$ cat config.mk
export PLATFORM = sky130hd
export DESIGN_NAME = layer_ordered_entry_sorter_core
export DESIGN_NICKNAME = d
export VERILOG_FILES = /design/src/loes_pkg.sv /design/src/layer_ordered_entry_sorter_core.sv /design/src/loes_ram.sv /design/src/loes_scan.sv
export SDC_FILE = /design/constraint.sdc
export NUM_CORES = 2
export LEC_CHECK = 0
export BUFFER_PORTS_ARGS = -buffer_cell sky130_fd_sc_hd__buf_2
export CAP_MARGIN = 15
export CORE_ASPECT_RATIO = 2
export CORE_MARGIN = 1.5
export CORE_UTILIZATION = 40
export CTS_CLUSTER_SIZE = 16
export DETAILED_ROUTE_END_ITERATION = 10
export HOLD_SLACK_MARGIN = 0.1
export PLACE_DENSITY_LB_ADDON = 0.15
export SLEW_MARGIN = 0
export SYNTH_ARGS = -nofsm -noshare
export SYNTH_HDL_FRONTEND = slang
export SYNTH_HIERARCHICAL = 1
export SYNTH_SLANG_ARGS = --single-unit
$ cat constraint.sdc
create_clock -name aclk -period 5.15 [get_ports aclk]
set_input_delay 1.03 -clock aclk [delete_from_list [all_inputs] [get_ports aclk]]
set_output_delay 1.03 -clock aclk [all_outputs]
set_load 0.1 [all_outputs]
$ cat src/loes_pkg.sv
// Shared types and constants for the layer-ordered entry sorter.
// No dependencies; loes_scan and the top level import this package.
`default_nettype none

package loes_pkg;

    // Sizing of the entry store and of the layer range that a draw visits.
    localparam int unsigned CAPACITY    = 64;
    localparam int unsigned LAYER_COUNT = 16;

    // Field widths.
    localparam int unsigned KIND_W   = 2;
    localparam int unsigned TAG_W    = 32;
    localparam int unsigned LAYER_W  = 8;
    localparam int unsigned STATUS_W = 3;

    // Derived widths.
    localparam int unsigned ENTRY_W  = TAG_W + LAYER_W;
    localparam int unsigned DATA_W   = ((ENTRY_W + 7) / 8) * 8;
    localparam int unsigned CNT_W    = $clog2(CAPACITY + 1);
    localparam int unsigned ADDR_W   = (CAPACITY > 1) ? $clog2(CAPACITY) : 1;
    localparam int unsigned LV_W     = (LAYER_COUNT > 1) ? $clog2(LAYER_COUNT) : 1;

    // Command codes carried on the input side.
    typedef enum logic [KIND_W-1:0] {
        KIND_ADD   = 2'd0,
        KIND_DRAW  = 2'd1,
        KIND_CLEAR = 2'd2
    } kind_t;

    // Result status codes.
    localparam logic [STATUS_W-1:0] ST_ADDED   = 3'd0;
    localparam logic [STATUS_W-1:0] ST_FULL    = 3'd1;
    localparam logic [STATUS_W-1:0] ST_CLEARED = 3'd2;
    localparam logic [STATUS_W-1:0] ST_ENTRY   = 3'd3;
    localparam logic [STATUS_W-1:0] ST_EMPTY   = 3'd4;

    // One result word as handed from the sequencer to the output stage.
    typedef struct packed {
        logic [STATUS_W-1:0] status;
        logic [TAG_W-1:0]    tag;
        logic [LAYER_W-1:0]  layer;
        logic                last;
    } res_t;

endpackage

`default_nettype wire

$ cat src/layer_ordered_entry_sorter_core.sv
// Top level of the layer-ordered entry sorter: stream ports and output register.
// Depends on loes_pkg, loes_scan and loes_ram.
//
// Usage: words on the s_ channel are commands. s_tuser carries the kind (add,
// draw, clear); for an add, s_tdata carries the entry tag and its layer. Every
// add or clear returns one word on the m_ channel with its status in m_tuser.
// A draw returns every stored entry whose layer is below LAYER_COUNT, lowest
// layer first and in arrival order within a layer, with m_tlast on the final
// word; a draw that finds nothing returns one word with the empty status.
// The unused kind is consumed and returns nothing.
//
// Timing: an add or clear passes through the done state back to idle, and its
// result is offered to the output register from the done state. A draw walks
// the store once per layer, with a RAM read state, then the shared layer compare
// state, for each stored entry and layer; the compare waits while a new hit
// finds the output register full. s_tready is low while a command is in
// progress.
//
// Reset empties the store (the entry count goes to zero) and the output
// register. When the receiver holds m_tready low, the scan pauses at the next
// entry to emit; no word is lost or repeated.
`default_nettype none

module layer_ordered_entry_sorter_core (
    input  logic                          aclk,
    input  logic                          aresetn,
    input  logic                          s_tvalid,
    output logic                          s_tready,
    // From bit 0: entry_tag (32), layer_key (8).
    input  logic [loes_pkg::DATA_W-1:0]   s_tdata,
    // kind (2).
    input  logic [loes_pkg::KIND_W-1:0]   s_tuser,
    output logic                          m_tvalid,
    input  logic                          m_tready,
    // From bit 0: out_tag (32), out_layer (8).
    output logic [loes_pkg::DATA_W-1:0]   m_tdata,
    // status (3).
    output logic [loes_pkg::STATUS_W-1:0] m_tuser,
    output logic                          m_tlast
);

    import loes_pkg::*;

    logic  res_valid;
    logic  res_ready;
    res_t  res;
    logic  m_tvalid_reg, m_tvalid_next;
    res_t  out_reg, out_next;

    loes_scan u_scan (
        .aclk      (aclk),
        .aresetn   (aresetn),
        .cmd_valid (s_tvalid),
        .cmd_ready (s_tready),
        .cmd_kind  (kind_t'(s_tuser)),
        .cmd_tag   (s_tdata[TAG_W-1:0]),
        .cmd_layer (s_tdata[ENTRY_W-1:TAG_W]),
        .res_valid (res_valid),
        .res_ready (res_ready),
        .res       (res)
    );

    // The output register takes a new word whenever it is empty or being drained.
    assign res_ready     = !m_tvalid_reg || m_tready;
    assign m_tvalid_next = res_ready ? res_valid : m_tvalid_reg;
    assign out_next      = (res_valid && res_ready) ? res : out_reg;

    always_ff @(posedge aclk) begin
        if (!aresetn) begin
            m_tvalid_reg <= 1'b0;
        end else begin
            m_tvalid_reg <= m_tvalid_next;
        end
    end

    always_ff @(posedge aclk) begin
        out_reg <= out_next;
    end

    assign m_tvalid = m_tvalid_reg;
    assign m_tdata  = DATA_W'({out_reg.layer, out_reg.tag});
    assign m_tuser  = out_reg.status;
    assign m_tlast  = out_reg.last;

`ifndef SYNTHESIS
    // Only sorted entries carry a payload.
    assert property (@(posedge aclk) disable iff (!aresetn)
        (m_tvalid && m_tuser != ST_ENTRY) |-> (m_tdata == '0))
        else $error("non-entry result carries payload");

    // Every status other than a sorted entry is a single-word reply.
    assert property (@(posedge aclk) disable iff (!aresetn)
        (m_tvalid && m_tuser != ST_ENTRY) |-> m_tlast)
        else $error("single-word reply without tlast");

    // Entries at or above the layer count are never emitted.
    assert property (@(posedge aclk) disable iff (!aresetn)
        (m_tvalid && m_tuser == ST_ENTRY) |->
            (m_tdata[ENTRY_W-1:TAG_W] < LAYER_W'(LAYER_COUNT - 1) ||
             m_tdata[ENTRY_W-1:TAG_W] == LAYER_W'(LAYER_COUNT - 1)))
        else $error("emitted entry has out-of-range layer");

    // The sequencer never offers a result while it is taking a command.
    assert property (@(posedge aclk) disable iff (!aresetn)
        s_tready |-> !res_valid)
        else $error("result offered while idle");
`endif

endmodule

`default_nettype wire

$ cat src/loes_ram.sv
// Generic single-write, single-read RAM with a registered read port.
// No dependencies.
`default_nettype none

module loes_ram #(
    parameter int unsigned WIDTH = 8,
    parameter int unsigned DEPTH = 16,
    localparam int unsigned AW = (DEPTH > 1) ? $clog2(DEPTH) : 1
) (
    input  logic             aclk,
    input  logic             we,
    input  logic [AW-1:0]    waddr,
    input  logic [WIDTH-1:0] wdata,
    input  logic [AW-1:0]    raddr,
    output logic [WIDTH-1:0] rdata
);

    logic [WIDTH-1:0] mem [DEPTH];

    always_ff @(posedge aclk) begin
        if (we) begin
            mem[waddr] <= wdata;
        end
        rdata <= mem[raddr];
    end

endmodule

`default_nettype wire

$ cat src/loes_scan.sv
// Command sequencer of the sorter: entry store, add/clear handling and the
// layer-by-layer scan with its shared layer comparator. Uses loes_pkg and loes_ram.
`default_nettype none

module loes_scan (
    input  logic                         aclk,
    input  logic                         aresetn,
    input  logic                         cmd_valid,
    output logic                         cmd_ready,
    input  loes_pkg::kind_t              cmd_kind,
    input  logic [loes_pkg::TAG_W-1:0]   cmd_tag,
    input  logic [loes_pkg::LAYER_W-1:0] cmd_layer,
    output logic                         res_valid,
    input  logic                         res_ready,
    output loes_pkg::res_t               res
);

    import loes_pkg::*;

    typedef enum logic [3:0] {
        S_IDLE  = 4'b0001,
        S_READ  = 4'b0010,
        S_CHECK = 4'b0100,
        S_DONE  = 4'b1000
    } state_t;

    state_t               state_reg, state_next;
    logic [CNT_W-1:0]     count_reg, count_next;
    logic [ADDR_W-1:0]    idx_reg, idx_next;
    logic [LV_W-1:0]      lv_reg, lv_next;
    logic                 pend_valid_reg, pend_valid_next;
    logic [TAG_W-1:0]     pend_tag_reg, pend_tag_next;
    logic [LAYER_W-1:0]   pend_layer_reg, pend_layer_next;
    logic [STATUS_W-1:0]  status_reg, status_next;

    logic                 ram_we;
    logic [ENTRY_W-1:0]   ram_rdata;
    logic [TAG_W-1:0]     rd_tag;
    logic [LAYER_W-1:0]   rd_layer;
    logic                 hit;
    logic                 last_idx;
    logic                 last_lv;
    logic                 blocked;

    loes_ram #(
        .WIDTH (ENTRY_W),
        .DEPTH (CAPACITY)
    ) u_store (
        .aclk  (aclk),
        .we    (ram_we),
        .waddr (count_reg[ADDR_W-1:0]),
        .wdata ({cmd_layer, cmd_tag}),
        .raddr (idx_reg),
        .rdata (ram_rdata)
    );

    assign rd_tag   = ram_rdata[TAG_W-1:0];
    assign rd_layer = ram_rdata[ENTRY_W-1:TAG_W];

    // The one comparator that every step of the scan shares.
    assign hit      = (rd_layer == LAYER_W'(lv_reg));
    assign last_idx = ((CNT_W'(idx_reg) + CNT_W'(1)) == count_reg);
    assign last_lv  = (lv_reg == LV_W'(LAYER_COUNT - 1));
    // A new hit must push the held entry out first; wait if the output is full.
    assign blocked  = hit && pend_valid_reg && !res_ready;

    assign cmd_ready = (state_reg == S_IDLE);

    always_comb begin
        state_next      = state_reg;
        count_next      = count_reg;
        idx_next        = idx_reg;
        lv_next         = lv_reg;
        pend_valid_next = pend_valid_reg;
        pend_tag_next   = pend_tag_reg;
        pend_layer_next = pend_layer_reg;
        status_next     = status_reg;
        ram_we          = 1'b0;
        res_valid       = 1'b0;
        res             = '0;

        case (state_reg)
            S_IDLE: begin
                if (cmd_valid) begin
                    pend_valid_next = 1'b0;
                    case (cmd_kind)
                        KIND_ADD: begin
                            if (count_reg < CNT_W'(CAPACITY)) begin
                                ram_we      = 1'b1;
                                count_next  = count_reg + CNT_W'(1);
                                status_next = ST_ADDED;
                            end else begin
                                status_next = ST_FULL;
                            end
                            state_next = S_DONE;
                        end
                        KIND_CLEAR: begin
                            count_next  = '0;
                            status_next = ST_CLEARED;
                            state_next  = S_DONE;
                        end
                        KIND_DRAW: begin
                            // Reported only if the scan finds nothing.
                            status_next = ST_EMPTY;
                            idx_next    = '0;
                            lv_next     = '0;
                            state_next  = (count_reg == '0) ? S_DONE : S_READ;
                        end
                        default: begin
                        end
                    endcase
                end
            end
            S_READ: begin
                state_next = S_CHECK;
            end
            S_CHECK: begin
                if (hit && pend_valid_reg) begin
                    res_valid    = 1'b1;
                    res.status   = ST_ENTRY;
                    res.tag      = pend_tag_reg;
                    res.layer    = pend_layer_reg;
                    res.last     = 1'b0;
                end
                if (!blocked) begin
                    if (hit) begin
                        pend_valid_next = 1'b1;
                        pend_tag_next   = rd_tag;
                        pend_layer_next = rd_layer;
                    end
                    if (last_idx) begin
                        idx_next = '0;
                        if (last_lv) begin
                            state_next = S_DONE;
                        end else begin
                            lv_next    = lv_reg + LV_W'(1);
                            state_next = S_READ;
                        end
                    end else begin
                        idx_next   = idx_reg + ADDR_W'(1);
                        state_next = S_READ;
                    end
                end
            end
            S_DONE: begin
                res_valid = 1'b1;
                res.last  = 1'b1;
                if (pend_valid_reg) begin
                    res.status = ST_ENTRY;
                    res.tag    = pend_tag_reg;
                    res.layer  = pend_layer_reg;
                end else begin
                    res.status = status_reg;
                end
                if (res_ready) begin
                    state_next = S_IDLE;
                end
            end
            default: begin
                state_next = S_IDLE;
            end
        endcase
    end

    always_ff @(posedge aclk) begin
        if (!aresetn) begin
            state_reg      <= S_IDLE;
            count_reg      <= '0;
            pend_valid_reg <= 1'b0;
        end else begin
            state_reg      <= state_next;
            count_reg      <= count_next;
            pend_valid_reg <= pend_valid_next;
        end
    end

    always_ff @(posedge aclk) begin
        idx_reg        <= idx_next;
        lv_reg         <= lv_next;
        pend_tag_reg   <= pend_tag_next;
        pend_layer_reg <= pend_layer_next;
        status_reg     <= status_next;
    end

endmodule

`default_nettype wire
==> reports/qor.yml <==
run_status:
  status: "finished, final reports clean"
sta:
  rsz0062_at_grt: "false"
  max_slew_margin_pct: 22.2
  maxSlewViolCount: 0
  min_period_ps: 3740
  hold_viol: 0
  max_freq_mhz: 267
  finalClockSkew_ps: 60.9
  worstMarginPinSlew_ps: 1160
  post-route-period-util_pct: 72.7
  setup_violations: 0
  fin_tns_setup_ps: 0
power:
  power_mw: 43.0
  p_sw_mw: 8.95
  seqPwrFrac_pct: 56.6
  leakagePower_nw: 35.7
  pwr-share-clk_pct: 40.0
  comb_power_share_pct: 3.4
  power_per_cell_area_mw_per_mm2: 372
  switching_share_pct: 20.8
  p_int_mw: 34.0
  vdd_drop_max_v: 0.000280
worst_setup_path:
  max_stage_delay_ps: 790
  worst_setup_path_start_kind: "flop"
  cpMostUsedCell: "buf_4"
  critPathKind: "reg -> reg"
  critPathCaptureType: "flop"
  worstPathCellList: "buf_12, buf_4, mux4_2, o22ai_1, nor4_1, buf_4, o22a_1"
  critPathMaxFanout: 40
  critPathArrivalTime_ps: 4500
  crit_buf_inv: 3
  cp_slowest_cell: "edfxtp_1"
  cpLargestDelayFamily: "buffers and inverters"
  cp.required_ps: 5910
global_routing:
  globalRouteTotalUtil_pct: 21.6
  grt_pass1_wl_mm: 392
  busiest_layer: "met2"
  grtUsageMet2_pct: 40.6
  grt_pass1_vias: 49400
  antenna_found_initial: 14
  use_met3_pct: 2.08
  grt_use_met1_pct: 25.6
  grt_max_degree: 90
  grt-ovfl-total: 0
synthesis:
  synth_edf_count: 2657
  synth_cells: 4492
  yosysMostFrequentCell: "edfxtp_1"
  syn-num-nets: 4546
  ys_types: 67
  ys_ff_latch: 2710
  avgSynthCellArea_um2: 22.8
  synth_flop_cell: "edfxtp_1"
  synth.area.top_cells: "edfxtp_1, mux4_2, mux2i_1"
  ys_async_sr_fraction_pct: 0
  synth_warnings: 6
  syn_area_mm2: 0.102
  synth_top_area_share_pct: 78.0
  yosysTopAreaCell: "edfxtp_1"
  synth-seq-area-share_pct: 79.0
  synth_common_cells: "edfxtp_1, mux4_2, o22ai_1"
clocking:
  cts-resized-gates: 0
  cts_sinks: 2710
  clkTransAtPathRegs_ps: 70
  cts_buffers: 233
  hold_buffers: 0
  clk_path_buf_depth: 4
  clk_latency_ps: 900
  clockRootBuffer: "clkbuf_16"
  postCtsSetupRepairBufs: 0
  cts_tree: "built"
  h-tree-depth: 4
drt:
  wl_per_cell_um: 33.7
  viasPerCell: 5.71
  drt_iter0_markers: 4189
  via_count: 47300
  drtPass1Iterations: 5
  ant_nets: 0
  routed_wl_mm: 279
  drcViolationCount: 0
final_layout:
  n_fill_cell: 21300
  nets: 4844
  largest_reg_flops: 2560
  final_util_pct: 45.5
  multiInputGateArea_mm2: 0.0207
  area_growth_pct: 13.1
  drive_gt1_share_pct: 27.5
  regMostFlops: "u_scan/u_store/mem"
  seqCellArea_mm2: 0.0808
floorplanning:
  chipHeight_um: 718
  core_area_mm2: 0.254
  ioPinCount: 92
  start_util_pct: 40.2
  core.rowCount: 262
  dieArea_mm2: 0.259
  fp.dieW_um: 361
place:
  io_buffers: 91
  place.detailed.hpwl_mm: 177
  gp_congestion: 0.869
hold_path:
  worstHoldPathType: "in -> reg"
run:
  max_cap_violations: 0
==> layout by cell type, fill, tap and decap left out, types with 16 or more instances in the layout <==
| cell type | instances |
|---|---|
| clkbuf_8 | 16 |
| nor2_4 | 62 |
| a22o_1 | 16 |
| clkinv_1 | 45 |
| o221ai_1 | 42 |
| dfxtp_1 | 53 |
| nor4_1 | 34 |
| clkbuf_16 | 238 |
| a21oi_1 | 73 |
| nand2_1 | 28 |
| and2_1 | 45 |
| clkbuf_1 | 57 |
| clkinv_2 | 43 |
| mux2i_1 | 113 |
| buf_4 | 182 |
| o22ai_1 | 143 |
| mux2_2 | 38 |
| edfxtp_1 | 2657 |
| buf_2 | 75 |
| nor2b_1 | 17 |
| mux4_2 | 608 |
| a22oi_1 | 18 |
| a221oi_1 | 35 |
| buf_12 | 48 |
| o22a_1 | 26 |
| nor2_1 | 70 |
==> through the flow <==
stage	hold slack, ps	instance area (um2)	setup WS, ps	cells
6_report	393	116000	1410	8286
3_3_place_gp	401	108000	1100	7854
3_5_place_dp	404	108000	1130	7854
2_1_floorplan	386	102000	703	4492
4_1_cts	319	116000	1400	8277
5_1_grt	402	116000	1280	8281
==> path summary, 6_finish.rpt <==
| check | endpoint | depth (start not counted) | slack, ps | startpoint |
|---|---|---|---|---|
| worst max-delay path | u_scan/u_store/rdata[31] | 7 | 1410 | u_scan/idx_reg[0] |
| worst max register to register | u_scan/u_store/rdata[31] | 7 | 1410 | u_scan/idx_reg[0] |
| worst min-delay path | u_scan/state_reg[0] | 2 | 390 | aresetn |
| worst min register to register | u_scan/pend_tag_reg[20] | 0 | 420 | u_scan/u_store/rdata[20] |
==> final cells by class <==
| cell class | instances | share of cell area (%) |
|---|---|---|
| repair buffers | 305 | 2.34 |
| flip-flops and latches | 2710 | 69.9 |
| clock buffers | 311 | 5.52 |
| well taps | 3300 | 3.57 |
| multi-input cells | 1532 | 17.9 |
| diodes | 8 | 0.0173 |
| clock inverters | 112 | 0.755 |
| inverters | 8 | 0.0260 |
==> power by group through the flow <==
| stage | registers (mW) | logic, mW | clock network [mW] |
|---|---|---|---|
| after floorplan | 24.7 | 0.680 | 0 |
| after global placement | 24.8 | 1.50 | 0 |
| after detailed placement | 24.8 | 1.52 | 0 |
| after CTS | 24.3 | 1.52 | 17.6 |
| after global routing | 24.3 | 1.57 | 18.3 |
| final | 24.3 | 1.48 | 17.2 |
==> layer usage <==
layer	wire length, um	part of all wire, %
met5	21	0.0075
met4	8610	3.1
met3	10800	3.9
met2	156000	56
met1	103000	37
==> kinds of logic after synthesis <==
logic type	count (synthesis)	synth area share, %
buffers and inverters	250	1.26
adders and majority gates	8	0.0979
muxes	759	14.9
DFF	2710	79.0
xor gates and xnor gates	22	0.196
AOI/OAI and AO/OA	405	2.74
and+or+nand+nor	338	1.75
==> worst register-to-register path, stage by stage (launching register included) <==
cell      delay (ps)
edfxtp_1         790
buf_12           370
buf_4            690
mux4_2           700
o22ai_1          450
nor4_1           230
buf_4            190
o22a_1           180
Power figures use the tool's default switching activity.
